<file path="src/rtl/w19937_pkg.sv">
// Shared types, constants and helper functions for the WELL19937 word generator.
// Depends on nothing; every other file in rtl except w19937_ram imports it.
package w19937_pkg;

    // Store geometry: a block is STORE_WORDS requests, the store holds one word fewer.
    localparam int STORE_WORDS = 624;
    localparam int LIVE_WORDS  = STORE_WORDS - 1;
    localparam int POS_W       = $clog2(STORE_WORDS);
    localparam int ADDR_W      = $clog2(LIVE_WORDS);
    localparam int WORD_W      = 32;

    // Recursion lags, in the order the mixing logic expects them.
    localparam int LAG_COUNT = 5;
    localparam int LAG_IDX_A  = 0;
    localparam int LAG_IDX_B  = 1;
    localparam int LAG_IDX_M1 = 2;
    localparam int LAG_IDX_M2 = 3;
    localparam int LAG_IDX_M3 = 4;

    typedef logic [WORD_W-1:0] word_t;
    typedef logic [POS_W-1:0]  pos_t;
    typedef logic [ADDR_W-1:0] addr_t;

    localparam addr_t LAG_TABLE [LAG_COUNT] = '{
        addr_t'(1), addr_t'(2), addr_t'(553), addr_t'(444), addr_t'(174)
    };

    // Tempering masks and the reset value of the seed register.
    localparam word_t TEMPER_B   = 32'he46e1700;
    localparam word_t TEMPER_C   = 32'h9b868000;
    localparam word_t SEED_RESET = 32'h95f24dab;

    // Initial contents of the low store words; word 0 is replaced by the seed.
    localparam int TABLE_WORDS = 25;
    localparam int TABLE_IDX_W = $clog2(TABLE_WORDS);
    localparam word_t SEED_TABLE [TABLE_WORDS] = '{
        32'h95f24dab, 32'h0b685215, 32'he76ccae7, 32'haf3ec239, 32'h715fad23,
        32'h24a590ad, 32'h69e4b5ef, 32'hbf456141, 32'h96bc1b7b, 32'ha7bdf825,
        32'hc1de75b7, 32'h8858a9c9, 32'h2da87693, 32'hb657f9dd, 32'hffdc8a9f,
        32'h8121da71, 32'h8b823ecb, 32'h885d05f5, 32'h4e20cd47, 32'h5a9ad5d9,
        32'h512c0c03, 32'hea857ccd, 32'h4cc1d30f, 32'h8891a8a1, 32'ha6b7aadb
    };

    // Read requests for the five lagged words of one item.
    typedef struct packed {
        logic [LAG_COUNT-1:0][ADDR_W-1:0] addr;
        logic [LAG_COUNT-1:0]             use_ram;
        logic [LAG_COUNT-1:0][WORD_W-1:0] init;
    } lag_req_t;

    // Store word as it stands after a reload.
    function automatic word_t init_word(input addr_t a, input word_t seed);
        word_t w;
        if (a == '0) begin
            w = seed;
        end else if (a < addr_t'(TABLE_WORDS)) begin
            w = SEED_TABLE[a[TABLE_IDX_W-1:0]];
        end else begin
            w = '0;
        end
        return w;
    endfunction

    // Position plus lag, wrapped into the live store.
    function automatic addr_t lagged_addr(input pos_t pos, input addr_t lag);
        logic [POS_W:0] sum;
        sum = {1'b0, pos} + {{(POS_W + 1 - ADDR_W){1'b0}}, lag};
        if (sum >= (POS_W + 1)'(LIVE_WORDS)) begin
            sum = sum - (POS_W + 1)'(LIVE_WORDS);
        end
        return sum[ADDR_W-1:0];
    endfunction

    // Output tempering.
    function automatic word_t temper(input word_t y);
        word_t t;
        t = y ^ ((y << 7) & TEMPER_B);
        t = t ^ ((t << 15) & TEMPER_C);
        return t;
    endfunction

endpackage

</file>
<file path="src/rtl/w19937_mix.sv">
// Recursion step: selects the lagged words and computes the new word and the next carry.
// Depends on w19937_pkg.
module w19937_mix (
    input  logic [w19937_pkg::LAG_COUNT-1:0][w19937_pkg::WORD_W-1:0] ram_data,
    input  logic [w19937_pkg::LAG_COUNT-1:0]                         use_ram,
    input  logic [w19937_pkg::LAG_COUNT-1:0][w19937_pkg::WORD_W-1:0] init_data,
    input  w19937_pkg::word_t                                        carry,
    output w19937_pkg::word_t                                        new_word,
    output w19937_pkg::word_t                                        carry_next
);
    import w19937_pkg::*;

    word_t sel [LAG_COUNT];
    word_t z0;
    word_t z1;
    word_t z2;

    // Each lagged word comes from the store unless the entry still holds its reload value.
    always_comb begin
        for (int i = 0; i < LAG_COUNT; i++) begin
            sel[i] = use_ram[i] ? ram_data[i] : init_data[i];
        end
    end

    // Linear mixing of the lagged words and the carry.
    always_comb begin
        z0 = {sel[LAG_IDX_A][WORD_W-1], sel[LAG_IDX_B][WORD_W-2:0]};
        z1 = (carry ^ (carry << 25)) ^ (sel[LAG_IDX_M1] ^ (sel[LAG_IDX_M1] >> 27));
        z2 = (sel[LAG_IDX_M2] >> 9) ^ (sel[LAG_IDX_M3] ^ (sel[LAG_IDX_M3] >> 1));
        new_word   = z1 ^ z2;
        carry_next = z0 ^ (z1 ^ (z1 << 9)) ^ (z2 ^ (z2 << 21))
                   ^ (new_word ^ (new_word >> 21));
    end

endmodule

</file>
<file path="config.mk">
export PLATFORM = sky130hd
export DESIGN_NAME = w19937_mix
export DESIGN_NICKNAME = d
export VERILOG_FILES = /design/src/rtl/w19937_pkg.sv /design/src/rtl/w19937_mix.sv
export SDC_FILE = /design/constraint.sdc
export NUM_CORES = 1
export LEC_CHECK = 0
export ABC_AREA = 1
export BUFFER_PORTS_ARGS = -buffer_cell sky130_fd_sc_hd__buf_4
export CAP_MARGIN = 15
export CORE_AREA = 2 2 165 167
export DETAILED_ROUTE_END_ITERATION = 12
export DIE_AREA = 0 0 167 169
export GPL_TIMING_DRIVEN = 0
export PLACE_DENSITY_LB_ADDON = 0.15
export SYNTH_ARGS = -nofsm -noshare
export SYNTH_HDL_FRONTEND = slang
export SYNTH_SLANG_ARGS = --single-unit
</file>
<file path="constraint.sdc">
create_clock -name vclk -period 1.7
set_input_delay 0.255 -clock vclk [all_inputs]
set_output_delay 0.255 -clock vclk [all_outputs]
set_load 0.005 [all_outputs]
</file>
==> impl_metrics.yaml, run 1 <==
status:
  status: "finished with violations"
  violations: "setup timing"
final_layout:
  syn2layout_area_growth_pct: 138
  postLayoutCellArea_sq_um: 8660
  seq_cells: 0
  fin_cells: 1314
  n_clock_buffer: 0
  diodes: 0
  most-common-layout-cells: "buf_4, nand2_1, inv_1"
  drive_above_1_share: 0.622
  final_nets: 1332
  layout_commonest_cell: "buf_4"
  ff_latch_area_sq_um: 0
die:
  initial_core_util: 0.138
  die-width_microns: 167
  pin_count: 421
  fp.dieH_microns: 169
  coreArea_sq_um: 26500
  dieArea_sq_um: 28200
  core.rowCount: 60
placement:
  place_hpwl_mm: 18.2
  dp.cells: 1278
  io_buffers: 337
  place_congestion: 0.771
  place_area_sq_um: 6600
global_route:
  gr-total-overflow: 0
  grt_util_all_layers: 0.148
  grt_antenna_before_repair: 0
  grt_first_pass_wirelength_mm: 31.3
  grt_pass1_vias: 5032
  grt_max_degree: 11
route:
  totalWireLength_mm: 22.6
  drc: 0
  dr.pass1.iters: 4
  via_per_inst: 3.86
  drt_iter0_markers: 132
  num_vias: 5072
  antenna_left: 0
  wl_per_cell_microns: 17.2
setup_path:
  cp_data_required_time_ns: 1.44
  critical_path_class: "primary input to primary output"
  endpoint_kind: "primary output"
  critPathMaxStageDelay_ns: 0.28
  arrival_ns: 1.54
  critPathMostFrequentCell: "nand2_4"
  crit_path_start_kind: "primary input"
  slowest_stage: "xor2_4"
  crit_chain: "buf_16 > inv_16 > buf_12 > nand2_4 > nand2_4 > xor2_4 > xor2_2 > xor2_1 > buf_4"
  crit_fanout: 6
sta:
  fmax_mhz: 556
  whs_ns: 0.879
  rsz0062_at_grt: "yes"
  hold_viol: 0
  tightestPinTransition_ns: 0.487
  period_share: 1.06
  slew_headroom: 0.672
  fin_ws_ns: -0.0981
  setup_viol: 32
  maxSlewViolCount: 0
  min_period_ns: 1.80
synthesis:
  ys_seq_area_frac: 0
  syn_nets: 957
  syn_inst: 600
  yosys_warnings: 0
  netlist_area_sq_um: 3650
  ys_types: 26
  avgSynthCellArea_sq_um: 6.08
worst_hold_path:
  min_from: "init_data[37]"
  holdPathEnd: "carry_next[5]"
  holdPathStages: 5
  hp-class: "primary input to primary output"
power_and_ir_drop:
  p_seq_frac: 0
  pwr_density_cell_nw_per_um2: 448
  clockPowerShare: 0
  cellLeakagePower_nw: 4.52
  intPower_mw: 2.17
  peakVddDrop_uv: 208
  power.switching_mw: 1.72
  p_comb_frac: 1.000
  switching_share: 0.442
clocking:
  ctsHoldBuffers: 0
job:
  drv_cap: 0
[worst max-delay path by stage]
stage,from,slack (ns),end
4_1_cts,use_ram[2],-0.13,carry_next[22]
2_1_floorplan,use_ram[4],0.16,carry_next[9]
3_5_place_dp,use_ram[2],-0.62,carry_next[22]
5_1_grt,use_ram[2],-0.19,new_word[19]
3_3_place_gp,use_ram[2],-0.60,carry_next[22]
6_report,use_ram[2],-0.1,carry_next[22]
[final cells by class]
type / instances / area, sq um
fill: 2915 / 17800
multi-input combinational: 494 / 4480
buffer: 21 / 383
inverter: 85 / 335
timing repair buffer: 373 / 3040
tap: 341 / 427
[synth_stat cells, drive strengths merged (2+ instances only)]
master	n	area, sq um
inv	85	324
nand3	28	140
a21o	2	15.0
mux2	4	45.0
nor2	6	25.0
buf	20	176
mux2i	41	410
nand3b	6	45.0
xnor2	71	629
xor2	77	704
o21ai	43	309
nand2	214	806
[metal layers]
layer  wire length, microns  global-route usage  part of all wire  vias up
li1                       -                   -                 -     2574
met5                      0                   0                 0        -
met3                   1260              0.0203             0.056        6
met2                  11800               0.277              0.52      186
met1                   9420               0.188              0.42     2306
met4                    132             0.00675            0.0058        0
[stage by stage]
stage | TNS, ns | setup slack (ns) | util | power (mW)
2_1_floorplan | 0 | 0.158 | - | 1.40
3_3_place_gp | -14.37 | -0.598 | 0.249 | 3.05
3_5_place_dp | -14.80 | -0.620 | 0.249 | 3.06
4_1_cts | -2.10 | -0.125 | 0.294 | 3.54
5_1_grt | -5.21 | -0.192 | 0.327 | 4.21
6_report | -1.32 | -0.0981 | 0.327 | 3.88
[logic make-up (layout without fill, tap and decap cells)]
logic type / Yosys count / count (layout) / synth area share
mux: 45 / 45 / 0.125
simple gates: 255 / 255 / 0.280
compound gates: 46 / 46 / 0.0909
xor+xnor: 148 / 148 / 0.366
buf+inv: 106 / 479 / 0.138
[power by group through the flow]
stage / Combinational, mW / Clock (mW) / Sequential (mW)
2_1_floorplan: 1.40 / 0 / 0
3_3_place_gp: 3.05 / 0 / 0
3_5_place_dp: 3.06 / 0 / 0
4_1_cts: 3.54 / 0 / 0
5_1_grt: 4.21 / 0 / 0
6_report: 3.88 / 0 / 0
[timing repair]
action	CTS	global route
pin swaps	68	118
gates resized for setup	186	152
buffers inserted	17	11
endpoints found under the setup margin	61	58
gates cloned	6	2
[worst max-delay path, delay by kind of cell]
kind | cells | cell delay, ns
XOR/XNOR | 3 | 0.67
AND/OR/NAND/NOR | 2 | 0.12
buffers and inverters | 4 | 0.48
No activity file was read; power rests on OpenSTA's default activity.
==> run 2: changes to the inputs <==
Settings changed: SKIP_LAST_GASP set to 1.
==> run 2 against run 1 <==
Against the previous run: the run still ends with setup timing left; combinational power shrank 2%; non-clock buffer count up 2; cell count increased by 0.15%; first-iteration DRC count grew 12%; die area did not move; final area down 0.95%; flip-flop and latch count is the same; sequential share of layout area is the same; worst hold slack improved by 0.0030 ns; fmax shrank 0.66%; setup slack worse by 0.012 ns; largest cell class unchanged; largest power group unchanged.
==> impl_metrics.yaml, run 2 (same netlist as run 1, synthesis figures left out) <==
sta:
  tightestPinTransition_ns: 0.479
  rsz0062_at_grt: "yes"
  tns_ns: -1.30
  setup_viol: 27
  slew_headroom: 0.677
  fin_ws_ns: -0.110
  fmax_mhz: 553
  min_period_ns: 1.81
  maxSlewViolCount: 0
  hold_viol: 0
  period_share: 1.06
  whs_ns: 0.882
final_layout:
  postLayoutCellArea_sq_um: 8580
  layout_commonest_cell: "buf_4"
  most-common-layout-cells: "buf_4, nand2_1, inv_1"
  final_util: 0.324
  diodes: 0
  n_clock_buffer: 0
  syn2layout_area_growth_pct: 135
  ff_latch_area_sq_um: 0
  fin_cells: 1316
  seq_cells: 0
  final_nets: 1334
  drive_above_1_share: 0.623
  fillCellCount: 2925
worst_hold_path:
  hp-class: "primary input to primary output"
  holdPathEnd: "carry_next[2]"
  holdPathStages: 4
  min_from: "init_data[34]"
route:
  antenna_left: 0
  wl_per_cell_microns: 17.1
  via_per_inst: 3.83
  num_vias: 5037
  drc: 0
  drt_iter0_markers: 148
  dr.pass1.iters: 4
  totalWireLength_mm: 22.5
setup_path:
  critical_path_class: "primary input to primary output"
  crit_fanout: 6
  crit_path_start_kind: "primary input"
  cp_data_required_time_ns: 1.44
  arrival_ns: 1.55
  endpoint_kind: "primary output"
placement:
  place_area_sq_um: 6600
  dp_slack_ns: -0.620
  io_buffers: 337
  place_hpwl_mm: 18.2
  place_congestion: 0.771
  dp.cells: 1278
die:
  core.rowCount: 60
  fp.dieH_microns: 169
  coreArea_sq_um: 26500
  die-width_microns: 167
  pin_count: 421
  initial_core_util: 0.138
  dieArea_sq_um: 28200
global_route:
  grt_first_pass_wirelength_mm: 31.3
  grt_antenna_before_repair: 0
  gr-total-overflow: 0
  grt_pass1_vias: 5025
  grt_util_all_layers: 0.147
  grt_max_degree: 11
job:
  drv_cap: 0
status:
  status: "finished with violations"
  violations: "setup timing"
power_and_ir_drop:
  total_power_mw: 3.82
  peakVddDrop_uv: 209
  pwr_density_cell_nw_per_um2: 445
  cellLeakagePower_nw: 4.48
## run 2: changes by cell type in the layout (fill, tap and decap cells not counted), moves of 2 or more
cell	before	now
buf_4	350	361
nand2_2	51	57
buf_6	17	8
buf_8	1	3
nand2_4	38	32
## run 2: critical path, stage by stage
cell and delay [ns]:
buf_16 0.13, inv_16 0.08, buf_12 0.13, buf_12 0.13
nand2_4 0.05, nand2_4 0.07, xor2_4 0.19, xor2_1 0.20
xor2_1 0.16, buf_4 0.13
## run 2: report_power, final
group	switching [mW]	internal (mW)
Combinational	1.70	2.12
Clock	0	0
Sequential	0	0
Total	1.70	2.12
## run 2: layer usage
layer / global-route usage / share of wire / up-vias
met5: 0 / 0 / -
met4: 0.00675 / 0.0059 / 0
met3: 0.0206 / 0.058 / 6
met2: 0.276 / 0.52 / 191
met1: 0.187 / 0.41 / 2265
li1: - / - / 2575
## run 2: repair_timing
item,CTS,global route
gates resized for setup,165,154
endpoints found under the hold margin,0,0
setup endpoints to repair,61,59
gates cloned,6,2
pin swaps,66,115
setup buffers,17,14
hold buffers,0,0
## run 2: worst max path at each step
stage | from | end | slack [ns] | depth (start not counted)
2_1_floorplan | use_ram[4] | carry_next[9] | 0.16 | 12
3_3_place_gp | use_ram[2] | carry_next[22] | -0.60 | 9
3_5_place_dp | use_ram[2] | carry_next[22] | -0.62 | 9
4_1_cts | use_ram[2] | carry_next[22] | -0.13 | 9
5_1_grt | use_ram[2] | new_word[19] | -0.19 | 10
6_report | use_ram[2] | new_word[19] | -0.11 | 10
## run 2: area by class of cell
class,instances,area (sq um),area share
multi-input combinational,494,4440,0.517
timing repair buffer,375,3010,0.351
tap,341,427,0.0497
buffer,21,373,0.0434
inverter,85,335,0.0391
